File: src/vqcl_pkg.sv
// Shared types, constants and widths for the competitive-learning vector quantiser.
// No dependencies; every other file refers to this package by scoped names.
`default_nettype none

package vqcl_pkg;

  // Sizing
  localparam int PROTOS     = 256;
  localparam int COORD_BITS = 24;
  localparam int ACC_BITS   = 40;
  localparam int ETA_BITS   = 24;
  localparam int IDX_BITS   = 8;    // proto_index and winner fields
  localparam int COUNT_BITS = 9;
  localparam int CFG_W      = 24;
  localparam int CFG_IDX_W  = 2;

  localparam int IDX_W   = $clog2(PROTOS);
  localparam int MATCH_W = (IDX_W > IDX_BITS) ? IDX_W : IDX_BITS;
  localparam int CNT_W   = $clog2(PROTOS + 1);
  localparam int DIST_W  = 2 * COORD_BITS + 1;
  localparam int INC_W   = COORD_BITS + 1;

  // Register defaults
  localparam logic [ETA_BITS-1:0]   ETA_START_RST = ETA_BITS'(251658);
  localparam logic [ETA_BITS-1:0]   ETA_DEC_RST   = ETA_BITS'(25);
  localparam logic [COUNT_BITS-1:0] COUNT_RST     = COUNT_BITS'(4);

  typedef enum logic [1:0] {
    OP_LOAD  = 2'd0,
    OP_TRAIN = 2'd1,
    OP_EPOCH = 2'd2,
    OP_READ  = 2'd3
  } op_t;

  typedef enum logic [CFG_IDX_W-1:0] {
    CFG_ETA_START = 2'd0,
    CFG_ETA_DEC   = 2'd1,
    CFG_COUNT     = 2'd2
  } cfg_idx_t;

  typedef struct packed {
    logic [1:0]                   operation;
    logic [IDX_BITS-1:0]          proto_index;
    logic signed [COORD_BITS-1:0] coord_x;
    logic signed [COORD_BITS-1:0] coord_y;
  } in_t;

  typedef struct packed {
    logic [IDX_BITS-1:0]          winner;
    logic signed [COORD_BITS-1:0] out_x;
    logic signed [COORD_BITS-1:0] out_y;
    logic                         training_done;
  } out_t;

  // Search token walking the row of cells
  typedef struct packed {
    logic                         valid;
    logic                         train;
    logic                         have;
    logic [DIST_W-1:0]            best_dist;
    logic [MATCH_W-1:0]           best_idx;
    logic signed [COORD_BITS-1:0] best_x;
    logic signed [COORD_BITS-1:0] best_y;
  } tok_t;

  // Controller to cells broadcast
  typedef struct packed {
    logic signed [COORD_BITS-1:0] pt_x;
    logic signed [COORD_BITS-1:0] pt_y;
    logic [MATCH_W-1:0]           idx;
    logic [CNT_W-1:0]             n;
    logic                         load_we;
    logic                         upd_we;
    logic [MATCH_W-1:0]           upd_idx;
    logic signed [INC_W-1:0]      inc_x;
    logic signed [INC_W-1:0]      inc_y;
    logic                         epoch;
  } bc_t;

endpackage

`default_nettype wire

File: src/vqcl_cell.sv
// One prototype cell: prototype, accumulator, distance to the broadcast point,
// and one stage of the nearest-prototype search token. Depends on vqcl_pkg.
`default_nettype none

module vqcl_cell (
  input  wire logic                         clk,
  input  wire logic                         rst_n,
  input  wire logic [vqcl_pkg::MATCH_W-1:0] cell_idx,
  input  wire vqcl_pkg::bc_t                bc,
  input  wire vqcl_pkg::tok_t               tok_i,
  output vqcl_pkg::tok_t                    tok_o
);

  localparam int CW  = vqcl_pkg::COORD_BITS;
  localparam int AW  = vqcl_pkg::ACC_BITS;
  localparam int SW  = AW + 1;
  localparam int CMP = vqcl_pkg::MATCH_W + vqcl_pkg::CNT_W;

  logic signed [CW-1:0]           proto_x_r, proto_y_r;
  logic signed [AW-1:0]           acc_x_r, acc_y_r;
  logic [2*CW-1:0]                sq_x_r, sq_y_r;
  logic [vqcl_pkg::DIST_W-1:0]    dist_r;
  vqcl_pkg::tok_t                 tok_r, tok_nxt;

  logic signed [CW:0]             dx, dy;
  logic [CW-1:0]                  mag_x, mag_y;
  logic signed [SW-1:0]           psum_x, psum_y, asum_x, asum_y;
  logic                           hit_idx, hit_upd, active;

  function automatic logic signed [CW-1:0] sat_coord(input logic signed [SW-1:0] v);
    if ((&v[SW-1:CW-1]) || !(|v[SW-1:CW-1])) begin
      return v[CW-1:0];
    end
    return v[SW-1] ? {1'b1, {(CW-1){1'b0}}} : {1'b0, {(CW-1){1'b1}}};
  endfunction

  function automatic logic signed [AW-1:0] sat_acc(input logic signed [SW-1:0] v);
    if (v[SW-1] == v[SW-2]) begin
      return v[AW-1:0];
    end
    return v[SW-1] ? {1'b1, {(AW-1){1'b0}}} : {1'b0, {(AW-1){1'b1}}};
  endfunction

  // distance terms
  assign dx    = (CW+1)'(bc.pt_x) - (CW+1)'(proto_x_r);
  assign dy    = (CW+1)'(bc.pt_y) - (CW+1)'(proto_y_r);
  assign mag_x = dx[CW] ? CW'(-dx) : dx[CW-1:0];
  assign mag_y = dy[CW] ? CW'(-dy) : dy[CW-1:0];

  // epoch and update sums
  assign psum_x = SW'(proto_x_r) + SW'(acc_x_r);
  assign psum_y = SW'(proto_y_r) + SW'(acc_y_r);
  assign asum_x = SW'(acc_x_r) + SW'(bc.inc_x);
  assign asum_y = SW'(acc_y_r) + SW'(bc.inc_y);

  assign hit_idx = (bc.idx == cell_idx);
  assign hit_upd = (bc.upd_idx == cell_idx);
  assign active  = {{vqcl_pkg::CNT_W{1'b0}}, cell_idx} < CMP'(bc.n);

  // squares, then their sum, registered
  always_ff @(posedge clk) begin
    sq_x_r <= mag_x * mag_x;
    sq_y_r <= mag_y * mag_y;
    dist_r <= vqcl_pkg::DIST_W'(sq_x_r) + vqcl_pkg::DIST_W'(sq_y_r);
  end

  // prototype store: load or fold in the accumulator at epoch end
  always_ff @(posedge clk) begin
    if (bc.load_we && hit_idx) begin
      proto_x_r <= bc.pt_x;
      proto_y_r <= bc.pt_y;
    end else if (bc.epoch) begin
      proto_x_r <= sat_coord(psum_x);
      proto_y_r <= sat_coord(psum_y);
    end
  end

  // accumulator
  always_ff @(posedge clk) begin
    if (!rst_n) begin
      acc_x_r <= '0;
      acc_y_r <= '0;
    end else if (bc.epoch) begin
      acc_x_r <= '0;
      acc_y_r <= '0;
    end else if (bc.upd_we && hit_upd) begin
      acc_x_r <= sat_acc(asum_x);
      acc_y_r <= sat_acc(asum_y);
    end
  end

  // search token: strict less-than keeps the lower index on ties
  always_comb begin
    tok_nxt = tok_i;
    if (tok_i.valid) begin
      if (tok_i.train) begin
        if (active && (!tok_i.have || (dist_r < tok_i.best_dist))) begin
          tok_nxt.have      = 1'b1;
          tok_nxt.best_dist = dist_r;
          tok_nxt.best_idx  = cell_idx;
          tok_nxt.best_x    = proto_x_r;
          tok_nxt.best_y    = proto_y_r;
        end
      end else if (hit_idx) begin
        tok_nxt.best_x = proto_x_r;
        tok_nxt.best_y = proto_y_r;
      end
    end
  end

  always_ff @(posedge clk) begin
    if (!rst_n) begin
      tok_r <= '0;
    end else begin
      tok_r <= tok_nxt;
    end
  end

  assign tok_o = tok_r;

endmodule

`default_nettype wire

File: config.mk
export PLATFORM = sky130hd
export DESIGN_NAME = vqcl_cell
export DESIGN_NICKNAME = d
export VERILOG_FILES = /design/src/vqcl_pkg.sv /design/src/vqcl_cell.sv
export SDC_FILE = /design/constraint.sdc
export NUM_CORES = 2
export LEC_CHECK = 0
export BUFFER_PORTS_ARGS = -buffer_cell sky130_fd_sc_hd__buf_2
export CAP_MARGIN = 20
export CORE_UTILIZATION = 60
export CTS_BUF_LIST = sky130_fd_sc_hd__clkbuf_16
export DETAILED_ROUTE_END_ITERATION = 16
export PLACE_DENSITY = 0.87
export SLEW_MARGIN = 20
export SYNTH_ARGS = -nofsm -noshare
export SYNTH_HDL_FRONTEND = slang
export SYNTH_SLANG_ARGS = --single-unit
File: constraint.sdc
create_clock -name clk -period 14.4 [get_ports clk]
set_input_delay 2.16 -clock clk [delete_from_list [all_inputs] [get_ports clk]]
set_output_delay 2.16 -clock clk [all_outputs]
set_load 0.02 [all_outputs]
==> impl_results.rst <==
.. list-table::
   :header-rows: 1

   * - Metric
     - Value
   * - Die width
     - 316.6 um
   * - Max Freq
     - 0.07771 GHz
   * - Combined area of all synthesized cells
     - 59,380 sq um
   * - Iteration count of the initial detailed-routing pass
     - 8
   * - HPWL after detailed placement
     - 144,800 um
   * - Synth Instances
     - 6,958
   * - DRT Wirelength
     - 181,600 um
   * - Maxcap violations
     - 0
   * - CP endpoint kind
     - register
   * - Clock tree from TritonCTS
     - built
   * - Crit path max-delay cell type
     - sky130_fd_sc_hd__or4_1
   * - Arrival time of the worst setup path
     - 13.44 ns
   * - Layout fillers
     - 7,884
   * - Number of distinct library cells after synthesis
     - 92
   * - Slowest Stage Delay on Critical Path
     - 0.58 ns
   * - Share of the clock period used by the worst path
     - 0.8936
   * - Maximum number of pins on one net before global-route repair
     - 115
   * - Overall track demand over capacity in global routing
     - 0.3653
   * - Dominant combinational cell family by area after synthesis
     - adder cells
   * - Average via count per standard cell
     - 5.985
   * - Most used cells in the layout excluding fill and tap cells
     - sky130_fd_sc_hd__inv_1, sky130_fd_sc_hd__fa_1, sky130_fd_sc_hd__ha_1, sky130_fd_sc_hd__nand2_1, sky130_fd_sc_hd__nor2_1
   * - Die Ht
     - 316.6 um
   * - Portion of synthesized cell area occupied by the leading cell type
     - 0.2866
   * - Buffer depth of the longest clock path
     - 3
   * - Worst Hold Margin
     - 0.4553 ns
   * - Simple-gate area share of the yosys netlist
     - 0.1383
   * - Most common cell after layout, fill and taps aside
     - sky130_fd_sc_hd__inv_1
   * - Setup clock skew after layout
     - 0.05131 ns
   * - Area contributors post-synth
     - sky130_fd_sc_hd__fa_1, sky130_fd_sc_hd__ha_1, sky130_fd_sc_hd__dfxtp_1, sky130_fd_sc_hd__inv_1, sky130_fd_sc_hd__nand2_1
   * - Syn nets
     - 8,704
   * - Setup CP Type
     - in -> reg
   * - Hold path start
     - sq_y_r[2]$_DFF_P_
   * - Worst R2R Path Depth
     - 38
   * - R2R Path End
     - sq_y_r[47]$_DFF_P_
   * - Grt ovf
     - 0
   * - Post-route antenna net violation count
     - 0
   * - # setup viols final
     - 0
   * - Area grow syn2layout
     - 8.342%
   * - Biggest area consumer among synthesized cells
     - sky130_fd_sc_hd__fa_1
   * - Maximum level of the CTS H-tree
     - 2
   * - Xor-xnor portion of the synthesized cell area
     - 0.05321
   * - Endpoint of the worst hold-timing path
     - dist_r[2]$_DFF_P_
   * - Number of post-CTS setup repair buffers
     - 0
   * - Slew Limit Fails
     - 0
   * - 1st-iter DRT viols
     - 4,550
   * - Total clock sinks
     - 379
   * - Number of hold violations in the final report
     - 0
   * - Startpoint Class
     - primary input
   * - Adder and majority cell fraction of the synthesized area
     - 0.4304
   * - Post-synthesis sequential element count
     - 379
   * - Outcome
     - completed
   * - Setup TNS
     - 0 ns
   * - Mean instance size in the synthesized netlist
     - 8.534 sq um
   * - Number of antenna violations at the first check in global routing
     - 34
   * - Final GP Congestion
     - 1.003
   * - HP Class
     - reg -> reg
   * - Worst slew margin relative to its limit
     - 0.2001
   * - CTS resizes
     - 0
   * - Worst endpoint required time
     - 14.97 ns
   * - Number of buffers added to fix hold violations after cts
     - 0
   * - Clock Root Buffer
     - sky130_fd_sc_hd__clkbuf_16
   * - Area of the die
     - 100,200 sq um
   * - Top-level port count
     - 352
   * - Number of DRC violations after detailed routing
     - 0
   * - Share of post-route cells with drive strength above 1
     - 0.08038
   * - Commonest register cell after synthesis
     - sky130_fd_sc_hd__dfxtp_1
   * - Pin slew with the least headroom to its limit
     - 1.195 ns
   * - Number of buffers inserted during clock tree synthesis
     - 47
   * - Floorplan core area
     - 98,280 sq um
   * - Clock-pin slew of the registers on the worst-case setup and hold paths
     - 0.06 ns
   * - Share of the synthesized area in compound gates (AO/OA/AOI/OAI)
     - 0.1376
   * - Vias in the first global route
     - 52.36k
   * - Initial Util
     - 0.6042
   * - Insertion delay of the later-clocked pin in the worst-skew pair
     - 0.68 ns
   * - Number of rows in the core area
     - 115
   * - Synth warn
     - 0
   * - # nets final
     - 8,951
   * - Cells on Worst Hold Path
     - 1
   * - Cell repeated most along the worst path
     - sky130_fd_sc_hd__fa_1
   * - Fraction of synthesized area in multiplexers
     - 0.009377
   * - Seq/Total Area, Yosys
     - 0.1359
   * - Min Clock Period, post-route
     - 12.87 ns
   * - # port buffers
     - 351
   * - Launch point of the worst reg-to-reg path
     - proto_y_r[0]$_DFFE_PP_
   * - Critical path launch point
     - bc[78]
   * - WL per Instance
     - 21.26 um
   * - Number of enable-type register cells in the synthesized netlist
     - 48
   * - Max FO, Critical Path
     - 12
   * - First-pass GRT wire length
     - 281,400 um
   * - Unrepaired setup endpoints after global routing
     - false
   * - Register-to-register setup slack
     - 2.79 ns
   * - Detailed-route via count
     - 51.11k
   * - Async S/R FF share, synth
     - 0
## layer usage
layer | vias up | track usage | routed length [um]
li1 | 23090 | - | -
met1 | 24690 | 0.4475 | 67880
met2 | 2636 | 0.5776 | 81820
met3 | 665 | 0.1167 | 21470
met4 | 32 | 0.1879 | 10220
met5 | - | 0 | 210
## sequential cells by signal, summed over array words and instances (netlist names)
name       count
sq_x_r        47
dist_r        49
proto_y_r     24
tok_o        108
acc_x_r       40
sq_y_r        47
proto_x_r     24
acc_y_r       40
## critical path: cells and delay by family
| kind | cells | cell delay, ns |
|---|---|---|
| XOR/XNOR | 2 | 0.61 |
| AND/OR/NAND/NOR | 11 | 2.85 |
| adder cells (fa/ha/maj) | 10 | 4.44 |
| buffers and inverters | 6 | 0.83 |
| AO/OA/AOI/OAI | 11 | 2.51 |
## cell families (layout without fill, tap and decap cells)
family / count (synthesis) / count (layout)
xor gates and xnor gates: 359 / 359
muxes: 55 / 55
and+or+nand+nor: 1831 / 1831
AOI/OAI and AO/OA: 1290 / 1290
other: 0 / 12
adders and majority gates: 1540 / 1540
DFF: 379 / 379
buffers and inverters: 1504 / 1787
## per-stage QoR
| stage | setup slack [ns] | instance area (sq um) | cells | util |
|---|---|---|---|---|
| final | 1.532 | 64330 | 8540 | 0.6546 |
| after CTS | 1.750 | 64260 | 8526 | 0.6538 |
| after global routing | 0.9317 | 64330 | 8539 | 0.6546 |
| after global placement | 1.197 | 62540 | 8440 | 0.6363 |
| after floorplan | 2.454 | 59380 | 6958 | - |
| after detailed placement | 1.069 | 62560 | 8441 | 0.6366 |
## worst max-delay path by stage
stage          slack (ns)                 end  depth (start not counted)
4_1_cts              1.75  sq_y_r[47]$_DFF_P_                         40
6_report             1.53  sq_y_r[47]$_DFF_P_                         40
5_1_grt              0.93  sq_y_r[47]$_DFF_P_                         40
3_5_place_dp         1.07  sq_y_r[47]$_DFF_P_                         40
2_1_floorplan        2.45  sq_y_r[47]$_DFF_P_                         39
3_3_place_gp         1.20  sq_y_r[47]$_DFF_P_                         40
## synth_stat cells (76+ instances only)
master	count
sky130_fd_sc_hd__inv_1	1262
sky130_fd_sc_hd__a21oi_1	386
sky130_fd_sc_hd__nand3_1	123
sky130_fd_sc_hd__xor2_1	110
sky130_fd_sc_hd__nand2_1	641
sky130_fd_sc_hd__xnor2_1	247
sky130_fd_sc_hd__nand2b_1	76
sky130_fd_sc_hd__ha_1	652
sky130_fd_sc_hd__nor3_1	93
sky130_fd_sc_hd__fa_1	850
sky130_fd_sc_hd__dfxtp_1	331
sky130_fd_sc_hd__clkbuf_1	208
sky130_fd_sc_hd__o21ai_0	299
sky130_fd_sc_hd__a21o_1	211
sky130_fd_sc_hd__nor2_1	601
## final cells by class
| type | count | area (sq um) | area share |
|---|---|---|---|
| Clock buffer | 52 | 1301 | 0.02023 |
| Timing Repair Buffer | 430 | 2399 | 0.03728 |
| Sequential cell | 379 | 8068 | 0.1254 |
| Clock inverter | 33 | 391.6 | 0.006088 |
| Multi-Input combinational cell | 5075 | 45760 | 0.7113 |
| Inverter | 1272 | 4775 | 0.07422 |
| Antenna cell | 12 | 30.03 | 0.0004668 |
| Tap cell | 1287 | 1610 | 0.02503 |
Power is left out: the tool's default activity adds up to more than one toggle a clock period on the data nets, which glitch-free logic cannot reach.
