**config.mk**
```make
export PLATFORM = sky130hd
export DESIGN_NAME = vqcl_ctrl_flat
export DESIGN_NICKNAME = d
export VERILOG_FILES = /design/src/vqcl_pkg.sv /design/src/vqcl_in_if.sv /design/src/vqcl_out_if.sv /design/src/vqcl_ctrl.sv /design/src/flat_wrapper.sv
export SDC_FILE = /design/constraint.sdc
export NUM_CORES = 2
export LEC_CHECK = 0
export ABC_AREA = 1
export BUFFER_PORTS_ARGS = -buffer_cell sky130_fd_sc_hd__buf_2
export CORE_UTILIZATION = 49
export CTS_BUF_LIST = sky130_fd_sc_hd__clkbuf_16
export CTS_CLUSTER_DIAMETER = 40
export CTS_CLUSTER_SIZE = 30
export DETAILED_ROUTE_END_ITERATION = 16
export PLACE_DENSITY_LB_ADDON = 0.3
export SKIP_CTS_REPAIR_TIMING = 1
export SLEW_MARGIN = 25
export SYNTH_ARGS = -nofsm -noshare
export SYNTH_HDL_FRONTEND = slang
export SYNTH_SLANG_ARGS = --single-unit
```
**constraint.sdc**
```tcl
create_clock -name clk -period 10.4 [get_ports clk]
set_clock_uncertainty 0.2 [all_clocks]
set_input_delay 0.52 -clock clk [delete_from_list [all_inputs] [get_ports clk]]
set_output_delay 0.52 -clock clk [all_outputs]
set_load 0.02 [all_outputs]
```
**src/vqcl_pkg.sv**
```systemverilog
// Shared types, constants and widths for the competitive-learning vector quantiser.
// No dependencies; every other file refers to this package by scoped names.
`default_nettype none

package vqcl_pkg;

  // Sizing
  localparam int PROTOS     = 256;
  localparam int COORD_BITS = 24;
  localparam int ACC_BITS   = 40;
  localparam int ETA_BITS   = 24;
  localparam int IDX_BITS   = 8;    // proto_index and winner fields
  localparam int COUNT_BITS = 9;
  localparam int CFG_W      = 24;
  localparam int CFG_IDX_W  = 2;

  localparam int IDX_W   = $clog2(PROTOS);
  localparam int MATCH_W = (IDX_W > IDX_BITS) ? IDX_W : IDX_BITS;
  localparam int CNT_W   = $clog2(PROTOS + 1);
  localparam int DIST_W  = 2 * COORD_BITS + 1;
  localparam int INC_W   = COORD_BITS + 1;

  // Register defaults
  localparam logic [ETA_BITS-1:0]   ETA_START_RST = ETA_BITS'(251658);
  localparam logic [ETA_BITS-1:0]   ETA_DEC_RST   = ETA_BITS'(25);
  localparam logic [COUNT_BITS-1:0] COUNT_RST     = COUNT_BITS'(4);

  typedef enum logic [1:0] {
    OP_LOAD  = 2'd0,
    OP_TRAIN = 2'd1,
    OP_EPOCH = 2'd2,
    OP_READ  = 2'd3
  } op_t;

  typedef enum logic [CFG_IDX_W-1:0] {
    CFG_ETA_START = 2'd0,
    CFG_ETA_DEC   = 2'd1,
    CFG_COUNT     = 2'd2
  } cfg_idx_t;

  typedef struct packed {
    logic [1:0]                   operation;
    logic [IDX_BITS-1:0]          proto_index;
    logic signed [COORD_BITS-1:0] coord_x;
    logic signed [COORD_BITS-1:0] coord_y;
  } in_t;

  typedef struct packed {
    logic [IDX_BITS-1:0]          winner;
    logic signed [COORD_BITS-1:0] out_x;
    logic signed [COORD_BITS-1:0] out_y;
    logic                         training_done;
  } out_t;

  // Search token walking the row of cells
  typedef struct packed {
    logic                         valid;
    logic                         train;
    logic                         have;
    logic [DIST_W-1:0]            best_dist;
    logic [MATCH_W-1:0]           best_idx;
    logic signed [COORD_BITS-1:0] best_x;
    logic signed [COORD_BITS-1:0] best_y;
  } tok_t;

  // Controller to cells broadcast
  typedef struct packed {
    logic signed [COORD_BITS-1:0] pt_x;
    logic signed [COORD_BITS-1:0] pt_y;
    logic [MATCH_W-1:0]           idx;
    logic [CNT_W-1:0]             n;
    logic                         load_we;
    logic                         upd_we;
    logic [MATCH_W-1:0]           upd_idx;
    logic signed [INC_W-1:0]      inc_x;
    logic signed [INC_W-1:0]      inc_y;
    logic                         epoch;
  } bc_t;

endpackage

`default_nettype wire

```
**src/vqcl_in_if.sv**
```systemverilog
// Input channel: valid/ready handshake carrying one operation item.
// Depends on vqcl_pkg for the payload type.
`default_nettype none

interface vqcl_in_if;
  logic             valid;
  logic             ready;
  vqcl_pkg::in_t    data;

  modport source (output valid, output data, input ready);
  modport sink   (input valid, input data, output ready);
endinterface

`default_nettype wire

```
**src/vqcl_out_if.sv**
```systemverilog
// Result channel: valid/ready handshake carrying one result item.
// Depends on vqcl_pkg for the payload type.
`default_nettype none

interface vqcl_out_if;
  logic             valid;
  logic             ready;
  vqcl_pkg::out_t   data;

  modport source (output valid, output data, input ready);
  modport sink   (input valid, input data, output ready);
endinterface

`default_nettype wire

```
**src/vqcl_ctrl.sv**
```systemverilog
// Controller: handshakes, configuration registers, learning rate, search
// launch, increment arithmetic and result register. Depends on vqcl_pkg, interfaces.
`default_nettype none

module vqcl_ctrl (
  input  wire logic                           clk,
  input  wire logic                           rst_n,
  input  wire logic                           cfg_we,
  input  wire logic [vqcl_pkg::CFG_IDX_W-1:0] cfg_index,
  input  wire logic [vqcl_pkg::CFG_W-1:0]     cfg_data,
  vqcl_in_if.sink                             in_ch,
  vqcl_out_if.source                          out_ch,
  output vqcl_pkg::bc_t                       bc,
  output vqcl_pkg::tok_t                      tok_launch,
  input  wire vqcl_pkg::tok_t                 tok_tail
);

  localparam int CW = vqcl_pkg::COORD_BITS;
  localparam int EW = vqcl_pkg::ETA_BITS;
  localparam int PW = EW + CW;

  typedef enum logic [2:0] {
    ST_IDLE, ST_SQ, ST_SUM, ST_LAUNCH, ST_RUN, ST_MUL, ST_RND, ST_DONE
  } state_t;

  state_t                            state_r;
  vqcl_pkg::op_t                     op_r;
  logic [vqcl_pkg::IDX_BITS-1:0]     idx_r;
  logic signed [CW-1:0]              pt_x_r, pt_y_r, bx_r, by_r;
  logic [vqcl_pkg::MATCH_W-1:0]      win_r;
  logic [PW-1:0]                     prod_x_r, prod_y_r;
  logic                              neg_x_r, neg_y_r;
  logic signed [vqcl_pkg::INC_W-1:0] inc_x_r, inc_y_r;
  logic [EW-1:0]                     eta_r, eta_dec_r, eta_nxt;
  logic [vqcl_pkg::COUNT_BITS-1:0]   count_r;
  logic                              out_valid_r;
  vqcl_pkg::out_t                    out_r;

  logic                              commit;
  logic signed [CW:0]                dx, dy;
  logic [CW-1:0]                     mag_x, mag_y;
  logic [PW:0]                       rnd_x, rnd_y;
  logic [vqcl_pkg::INC_W-1:0]        r_x, r_y;
  logic [vqcl_pkg::CNT_W-1:0]        n_eff;

  assign in_ch.ready  = (state_r == ST_IDLE);
  assign out_ch.valid = out_valid_r;
  assign out_ch.data  = out_r;

  assign commit  = (state_r == ST_DONE) && (!out_valid_r || out_ch.ready);
  assign eta_nxt = (eta_r > eta_dec_r) ? eta_r - eta_dec_r : '0;

  // point minus winner, magnitude for the rate product
  assign dx    = (CW+1)'(pt_x_r) - (CW+1)'(bx_r);
  assign dy    = (CW+1)'(pt_y_r) - (CW+1)'(by_r);
  assign mag_x = dx[CW] ? CW'(-dx) : dx[CW-1:0];
  assign mag_y = dy[CW] ? CW'(-dy) : dy[CW-1:0];

  // round to nearest, halves away from zero (applied to the magnitude)
  assign rnd_x = (PW+1)'(prod_x_r) + ((PW+1)'(1) << (EW - 1));
  assign rnd_y = (PW+1)'(prod_y_r) + ((PW+1)'(1) << (EW - 1));
  assign r_x   = rnd_x[PW:EW];
  assign r_y   = rnd_y[PW:EW];

  // searched prototype count, clamped to 1..PROTOS
  always_comb begin
    if (count_r == '0) begin
      n_eff = vqcl_pkg::CNT_W'(1);
    end else if (32'(count_r) > vqcl_pkg::PROTOS) begin
      n_eff = vqcl_pkg::CNT_W'(vqcl_pkg::PROTOS);
    end else begin
      n_eff = vqcl_pkg::CNT_W'(count_r);
    end
  end

  // broadcast to the cells
  always_comb begin
    bc.pt_x    = pt_x_r;
    bc.pt_y    = pt_y_r;
    bc.idx     = vqcl_pkg::MATCH_W'(idx_r);
    bc.n       = n_eff;
    bc.load_we = commit && (op_r == vqcl_pkg::OP_LOAD);
    bc.upd_we  = commit && (op_r == vqcl_pkg::OP_TRAIN);
    bc.upd_idx = win_r;
    bc.inc_x   = inc_x_r;
    bc.inc_y   = inc_y_r;
    bc.epoch   = commit && (op_r == vqcl_pkg::OP_EPOCH);
  end

  // search token entering the first cell
  always_comb begin
    tok_launch       = '0;
    tok_launch.valid = (state_r == ST_LAUNCH);
    tok_launch.train = (op_r == vqcl_pkg::OP_TRAIN);
  end

  // configuration, sequencing and result register
  always_ff @(posedge clk) begin
    if (!rst_n) begin
      state_r     <= ST_IDLE;
      out_valid_r <= 1'b0;
      eta_r       <= vqcl_pkg::ETA_START_RST;
      eta_dec_r   <= vqcl_pkg::ETA_DEC_RST;
      count_r     <= vqcl_pkg::COUNT_RST;
    end else begin
      if (cfg_we) begin
        case (vqcl_pkg::cfg_idx_t'(cfg_index))
          vqcl_pkg::CFG_ETA_START: begin
            // start rate only matters at reset, which restores its default
          end
          vqcl_pkg::CFG_ETA_DEC: eta_dec_r <= cfg_data[EW-1:0];
          vqcl_pkg::CFG_COUNT:   count_r   <= cfg_data[vqcl_pkg::COUNT_BITS-1:0];
          default: ;
        endcase
      end

      if (out_valid_r && out_ch.ready) begin
        out_valid_r <= 1'b0;
      end

      case (state_r)
        ST_IDLE: begin
          if (in_ch.valid) begin
            op_r   <= vqcl_pkg::op_t'(in_ch.data.operation);
            idx_r  <= in_ch.data.proto_index;
            pt_x_r <= in_ch.data.coord_x;
            pt_y_r <= in_ch.data.coord_y;
            case (vqcl_pkg::op_t'(in_ch.data.operation))
              vqcl_pkg::OP_TRAIN, vqcl_pkg::OP_READ: state_r <= ST_SQ;
              default:                                state_r <= ST_DONE;
            endcase
          end
        end
        ST_SQ:     state_r <= ST_SUM;
        ST_SUM:    state_r <= ST_LAUNCH;
        ST_LAUNCH: state_r <= ST_RUN;
        ST_RUN: begin
          if (tok_tail.valid) begin
            win_r   <= tok_tail.best_idx;
            bx_r    <= tok_tail.best_x;
            by_r    <= tok_tail.best_y;
            state_r <= ST_MUL;
          end
        end
        ST_MUL: begin
          prod_x_r <= eta_r * mag_x;
          prod_y_r <= eta_r * mag_y;
          neg_x_r  <= dx[CW];
          neg_y_r  <= dy[CW];
          state_r  <= ST_RND;
        end
        ST_RND: begin
          inc_x_r <= neg_x_r ? -$signed(r_x) : $signed(r_x);
          inc_y_r <= neg_y_r ? -$signed(r_y) : $signed(r_y);
          state_r <= ST_DONE;
        end
        ST_DONE: begin
          if (commit) begin
            out_valid_r <= 1'b1;
            out_r.winner        <= idx_r;
            out_r.out_x         <= '0;
            out_r.out_y         <= '0;
            out_r.training_done <= (eta_r == '0);
            case (op_r)
              vqcl_pkg::OP_TRAIN: begin
                out_r.winner <= win_r[vqcl_pkg::IDX_BITS-1:0];
                out_r.out_x  <= bx_r;
                out_r.out_y  <= by_r;
              end
              vqcl_pkg::OP_READ: begin
                out_r.out_x <= bx_r;
                out_r.out_y <= by_r;
              end
              vqcl_pkg::OP_EPOCH: begin
                eta_r               <= eta_nxt;
                out_r.training_done <= (eta_nxt == '0);
              end
              default: ;
            endcase
            state_r <= ST_IDLE;
          end
        end
        default: state_r <= ST_IDLE;
      endcase
    end
  end

  // the search result only comes back while it is awaited
  a_tail_in_run: assert property (@(posedge clk) disable iff (!rst_n)
    tok_tail.valid |-> (state_r == ST_RUN))
    else $error("search token left the row outside the run state");

  // at most one kind of cell update per cycle
  a_one_update: assert property (@(posedge clk) disable iff (!rst_n)
    $onehot0({bc.load_we, bc.upd_we, bc.epoch}))
    else $error("conflicting cell updates");

  // a committed item always yields a held result
  a_commit_out: assert property (@(posedge clk) disable iff (!rst_n)
    commit |=> out_valid_r)
    else $error("committed item produced no result");

  // the learning rate never rises
  a_eta_falls: assert property (@(posedge clk) disable iff (!rst_n)
    eta_r <= $past(eta_r))
    else $error("learning rate increased");

endmodule

`default_nettype wire

```
**src/flat_wrapper.sv**
```systemverilog
// flat-port wrapper written by rule: the top's interface ports become plain ports
module vqcl_ctrl_flat 
  (clk, rst_n, cfg_we, cfg_index, cfg_data, bc, tok_launch, tok_tail, in_ch_valid, in_ch_data, in_ch_ready, out_ch_valid, out_ch_data, out_ch_ready);
  vqcl_in_if in_ch_i ();
  vqcl_out_if out_ch_i ();
  input  wire logic clk;
  input  wire logic rst_n;
  input  wire logic cfg_we;
  input  wire logic [vqcl_pkg::CFG_IDX_W-1:0] cfg_index;
  input  wire logic [vqcl_pkg::CFG_W-1:0] cfg_data;
  output vqcl_pkg::bc_t bc;
  output vqcl_pkg::tok_t tok_launch;
  input  wire vqcl_pkg::tok_t tok_tail;
  input wire logic [$bits(in_ch_i.valid)-1:0] in_ch_valid;
  input wire logic [$bits(in_ch_i.data)-1:0] in_ch_data;
  output wire logic [$bits(in_ch_i.ready)-1:0] in_ch_ready;
  output wire logic [$bits(out_ch_i.valid)-1:0] out_ch_valid;
  output wire logic [$bits(out_ch_i.data)-1:0] out_ch_data;
  input wire logic [$bits(out_ch_i.ready)-1:0] out_ch_ready;
  assign in_ch_i.valid = in_ch_valid;
  assign in_ch_i.data = in_ch_data;
  assign in_ch_ready = in_ch_i.ready;
  assign out_ch_valid = out_ch_i.valid;
  assign out_ch_data = out_ch_i.data;
  assign out_ch_i.ready = out_ch_ready;
  vqcl_ctrl u_core (.clk(clk), .rst_n(rst_n), .cfg_we(cfg_we), .cfg_index(cfg_index), .cfg_data(cfg_data), .in_ch(in_ch_i), .out_ch(out_ch_i), .bc(bc), .tok_launch(tok_launch), .tok_tail(tok_tail));
endmodule
```
==> results summary <==
The post-route antenna net violation count came out at 0. In the final layout, flip-flops and latches occupy approximately 9400 um2. After synthesis, the largest area contributor takes up 33.54% of total cell area. The net total in the final layout came out at 8942.

The number of failing hold endpoints at the final stage is 3. The number of primary I/O pins is 490. The max capacitance violation total is 0.

The worst register-to-register path ends at u_core.prod_y_r[47]. The worst reg2reg path startpoint is u_core.pt_y_r[0]. The clock tree synthesis step divided the H-tree into 2 levels. The floorplan core area is 116400 um2. The clock latency on the worst-skew pair is ~650 ps. In the post-synthesis netlist, the biggest area contributors are sky130_fd_sc_hd__fa_1 34%, sky130_fd_sc_hd__edfxtp_1 14%, sky130_fd_sc_hd__inv_1 10%.

The clock period minus final worst setup slack came out at approximately 9800 ps. The mean number of vias per cell came out at 5.360. The first-pass GRT wire length came out at 272.6 mm. Routability-driven placement finished with a final weighted congestion of ~0.96.

The number of cell instances on the worst register-to-register path came out at 39. The xor/xnor cell area share of the yosys netlist came out at 3.191%. The share of layout cells above drive strength 1 is roughly a tenth.

The floorplan die area is 118900 um2. The count of endpoints failing setup in the final report came out at 0. The kind of capture point of the worst setup path is a flip-flop. The worst hold path begins at cfg_data[21]. The CTS sink count came out at 334.

The share of synthesized area spent on multiplexers came out at 0%. The worst pin sits at a relative slew slack of about 33%. The part of the cycle the worst path needs is 94.14%. Of all nets on the critical path, the largest fanout is 17. The number of buffer and inverter stages on the critical path is 10. The pin count of the biggest net entering global routing came out at 59. The final reports fail on hold timing. The hold-critical path endpoint is u_core.eta_dec_r[21]. The mean instance size in the synthesized netlist is 8.247 um2. Setup repair after global routing left no endpoint under its margin. The area overhead of the layout relative to synthesis is 10.28%. Summing the areas of all compound-gate instances in the mapped netlist gives 5.566% of the synthesized area.

The largest total area in the synthesized netlist belongs to sky130_fd_sc_hd__fa_1. The wire length per cell is ~20 um. The Yosys step of the flow raised 0 warnings. The count of state elements after synthesis is around 330. The max-slew violation count came out at 0. Of the synthesized area, sequential elements account for between 10% and 20%. The via count of the first global-routing pass came to about 48000. The aggregate negative setup slack came out at 0 ps.

The post-synthesis instance total is 6984. The path class of the tightest hold or removal check is in2reg. The register-to-register path setup slack is 610 ps. For this run, the leading register cell type out of synthesis is sky130_fd_sc_hd__edfxtp_1. The die span in y came out at 344.8 um. The gate family responsible for the most delay along the worst path is adder cells.

Counting flops with an async set or reset pin after synthesis yields a share of 0%. The slew of the pin with the lowest slew margin is 1011 ps. From left edge to right edge, the die measures 344.8 um.

The final layout contains routed wiring with a total length of 177.3 mm. By area, the combinational part of the netlist is dominated by adder cells. The adder-cell area share of the yosys netlist came out at 42.71%. The number of synthesized flops with an enable pin is 273. On the critical path, the stage with the largest delay is an instance of sky130_fd_sc_hd__inv_1.

The number of vias in the routed layout is 47830. The sum of net half-perimeters after detailed placement is ~140 mm. The worst endpoint data arrival time is 9940 ps. After the first detailed-routing iteration, the DRC count stood at 4130.

The TritonCTS clock tree is built. The count of unresolved DRC violations after routing is 0. CTS placed an instance of sky130_fd_sc_hd__clkbuf_16 at the clock tree root. The peak per-stage delay on the critical path is 770 ps. The number of antenna violations at the first check in global routing is 5. The buffer depth of the longest clock path is 3. The total routing usage reported by global routing came out at 30.10%. The critical path is of the reg2reg type. The area taken by multi-input logic gates came out at 40690 um2. The initial standard-cell utilization of the core is 49.50%. After clock tree synthesis, the clock-pin slew on the worst setup and hold paths is 60 ps. The number of rows created at floorplan is 125. The post-synthesis simple-gate area fraction is 18.41%. The tightest hold path in the finished design has a slack of -53.59 ps. Based on the critical path, the design can be clocked at up to 102.1 MHz.

The number of buffers created by CTS is 49. In this run the cell area of the synthesized design comes to between 50000 and 60000 um2. The number of iterations in the first detailed-routing pass came out at 6. The final global-route overflow total came out at 0. The required arrival time at the worst endpoint came out at 10550 ps. STA classifies the critical path startpoint as a flip-flop.

The count of unique library cells instantiated by Yosys came out at 70. The fill cell total of the finished layout came out at approximately 11000. The depth of the worst hold-timing path came out at 3. The number of buffers inserted by port buffering is 332. The run finished, with violations left.
-- cells in the final DEF, fill, tap and decap left out, types with 12 or more instances in the layout --
cell type / count
sky130_fd_sc_hd__nor2_2: 37
sky130_fd_sc_hd__a31oi_1: 29
sky130_fd_sc_hd__buf_4: 102
sky130_fd_sc_hd__nand2_2: 25
sky130_fd_sc_hd__inv_2: 30
sky130_fd_sc_hd__dfxtp_1: 61
sky130_fd_sc_hd__o21ai_1: 14
sky130_fd_sc_hd__xnor2_1: 57
sky130_fd_sc_hd__nand2_1: 1406
sky130_fd_sc_hd__nor3_1: 40
sky130_fd_sc_hd__o21ai_0: 154
sky130_fd_sc_hd__fa_1: 965
sky130_fd_sc_hd__edfxtp_1: 273
sky130_fd_sc_hd__o211ai_1: 15
sky130_fd_sc_hd__nand3_1: 213
sky130_fd_sc_hd__clkinv_1: 14
sky130_fd_sc_hd__conb_1: 106
sky130_fd_sc_hd__dlygate4sd3_1: 135
sky130_fd_sc_hd__nor2_1: 683
sky130_fd_sc_hd__xor2_1: 131
sky130_fd_sc_hd__nor4_1: 22
sky130_fd_sc_hd__a21oi_1: 244
sky130_fd_sc_hd__clkbuf_16: 49
sky130_fd_sc_hd__a21o_1: 12
sky130_fd_sc_hd__o21a_1: 21
sky130_fd_sc_hd__inv_1: 1563
sky130_fd_sc_hd__nand4_1: 60
sky130_fd_sc_hd__ha_1: 422
sky130_fd_sc_hd__buf_2: 332
sky130_fd_sc_hd__a21oi_2: 17
-- cells in the mapped netlist, drive strengths merged, types with 21 or more instances --
master,n
inv,1589
nand2,1438
fa,965
nor2,726
ha,422
edfxtp,273
a21oi,264
nand3,220
buf,194
o21ai,172
clkbuf,157
xor2,142
nand4,62
dfxtp,61
xnor2,58
nor3,52
a31oi,29
nor4,22
o21a,21
-- registers in the layout, indices dropped and copies added, names as in the netlist --
signal and cells:
u_core.win_r 8, u_core.by_r 24, u_core.idx_r 8, u_core.inc_y_r 25, u_core.out_ch.valid 1, u_core.inc_x_r 25
u_core.pt_x_r 24, u_core.eta_dec_r 24, u_core.eta_r 24, u_core.op_r 2, u_core.out_ch.data 57, u_core.neg_y_r 1
u_core.neg_x_r 1, u_core.prod_x_r 25, u_core.state_r 3, u_core.prod_y_r 25, u_core.bx_r 24, u_core.count_r 9
u_core.pt_y_r 24
-- worst max path at each step --
stage | startpoint | endpoint | depth (start not counted)
5_1_grt | u_core.pt_y_r[0] | u_core.prod_y_r[39] | 42
3_5_place_dp | u_core.pt_y_r[0] | u_core.prod_y_r[39] | 42
2_1_floorplan | u_core.pt_y_r[0] | u_core.prod_y_r[38] | 33
6_report | u_core.pt_y_r[0] | u_core.prod_y_r[47] | 39
3_3_place_gp | u_core.pt_y_r[0] | u_core.prod_y_r[39] | 42
4_1_cts | u_core.by_r[0] | u_core.prod_y_r[39] | 41
-- metal layers --
metal  vias up  GRT usage (%)  wire length, um
met5         -              0               41
met4         6          11.34             8128
met3       457          8.201            18910
met2      2338          48.51            80440
met1     23450          38.63            69750
li1      21590              -                -
-- final cells by class --
class	count	area share (%)
multi-input combinational	4805	64.07
sequential	334	14.83
inverter	1599	9.454
timing repair buffer	569	5.949
tap	1524	3.002
clock buffer	49	1.931
clock inverter	43	0.7624
antenna	2	0.007880
-- metrics by stage --
step	cell area, um2	setup slack, ps	hold WS, ps	instances	util (%)
finish	63520	609.7	-53.59	8925	54.58
global route	63510	132.4	5.668	8923	54.58
CTS	62160	761.2	-196.8	8788	53.42
detailed placement	60450	787.7	259.1	8696	51.95
global placement	60450	891.2	260.4	8696	51.95
floorplan	57990	2033	235.3	7089	-
-- worst reg2reg max path: cells and delay by family (launching register included) --
family                     cells  cell delay [ps]
xor gates and xnor gates       2              480
and+or+nand+nor               14             1670
AOI/OAI and AO/OA              3              770
buffers and inverters         10             1600
DFF                            1              350
adders and majority gates     10             4430
-- logic make-up after synthesis --
| logic type | count (synthesis) |
|---|---|
| buffers and inverters | 1950 |
| AOI/OAI and AO/OA | 556 |
| other | 1 |
| DFF | 334 |
| xor gates and xnor gates | 200 |
| adders and majority gates | 1387 |
| and+or+nand+nor | 2556 |
Power is left out: the tool's default activity adds up to more than one toggle a clock period on the data nets, which glitch-free logic cannot reach.
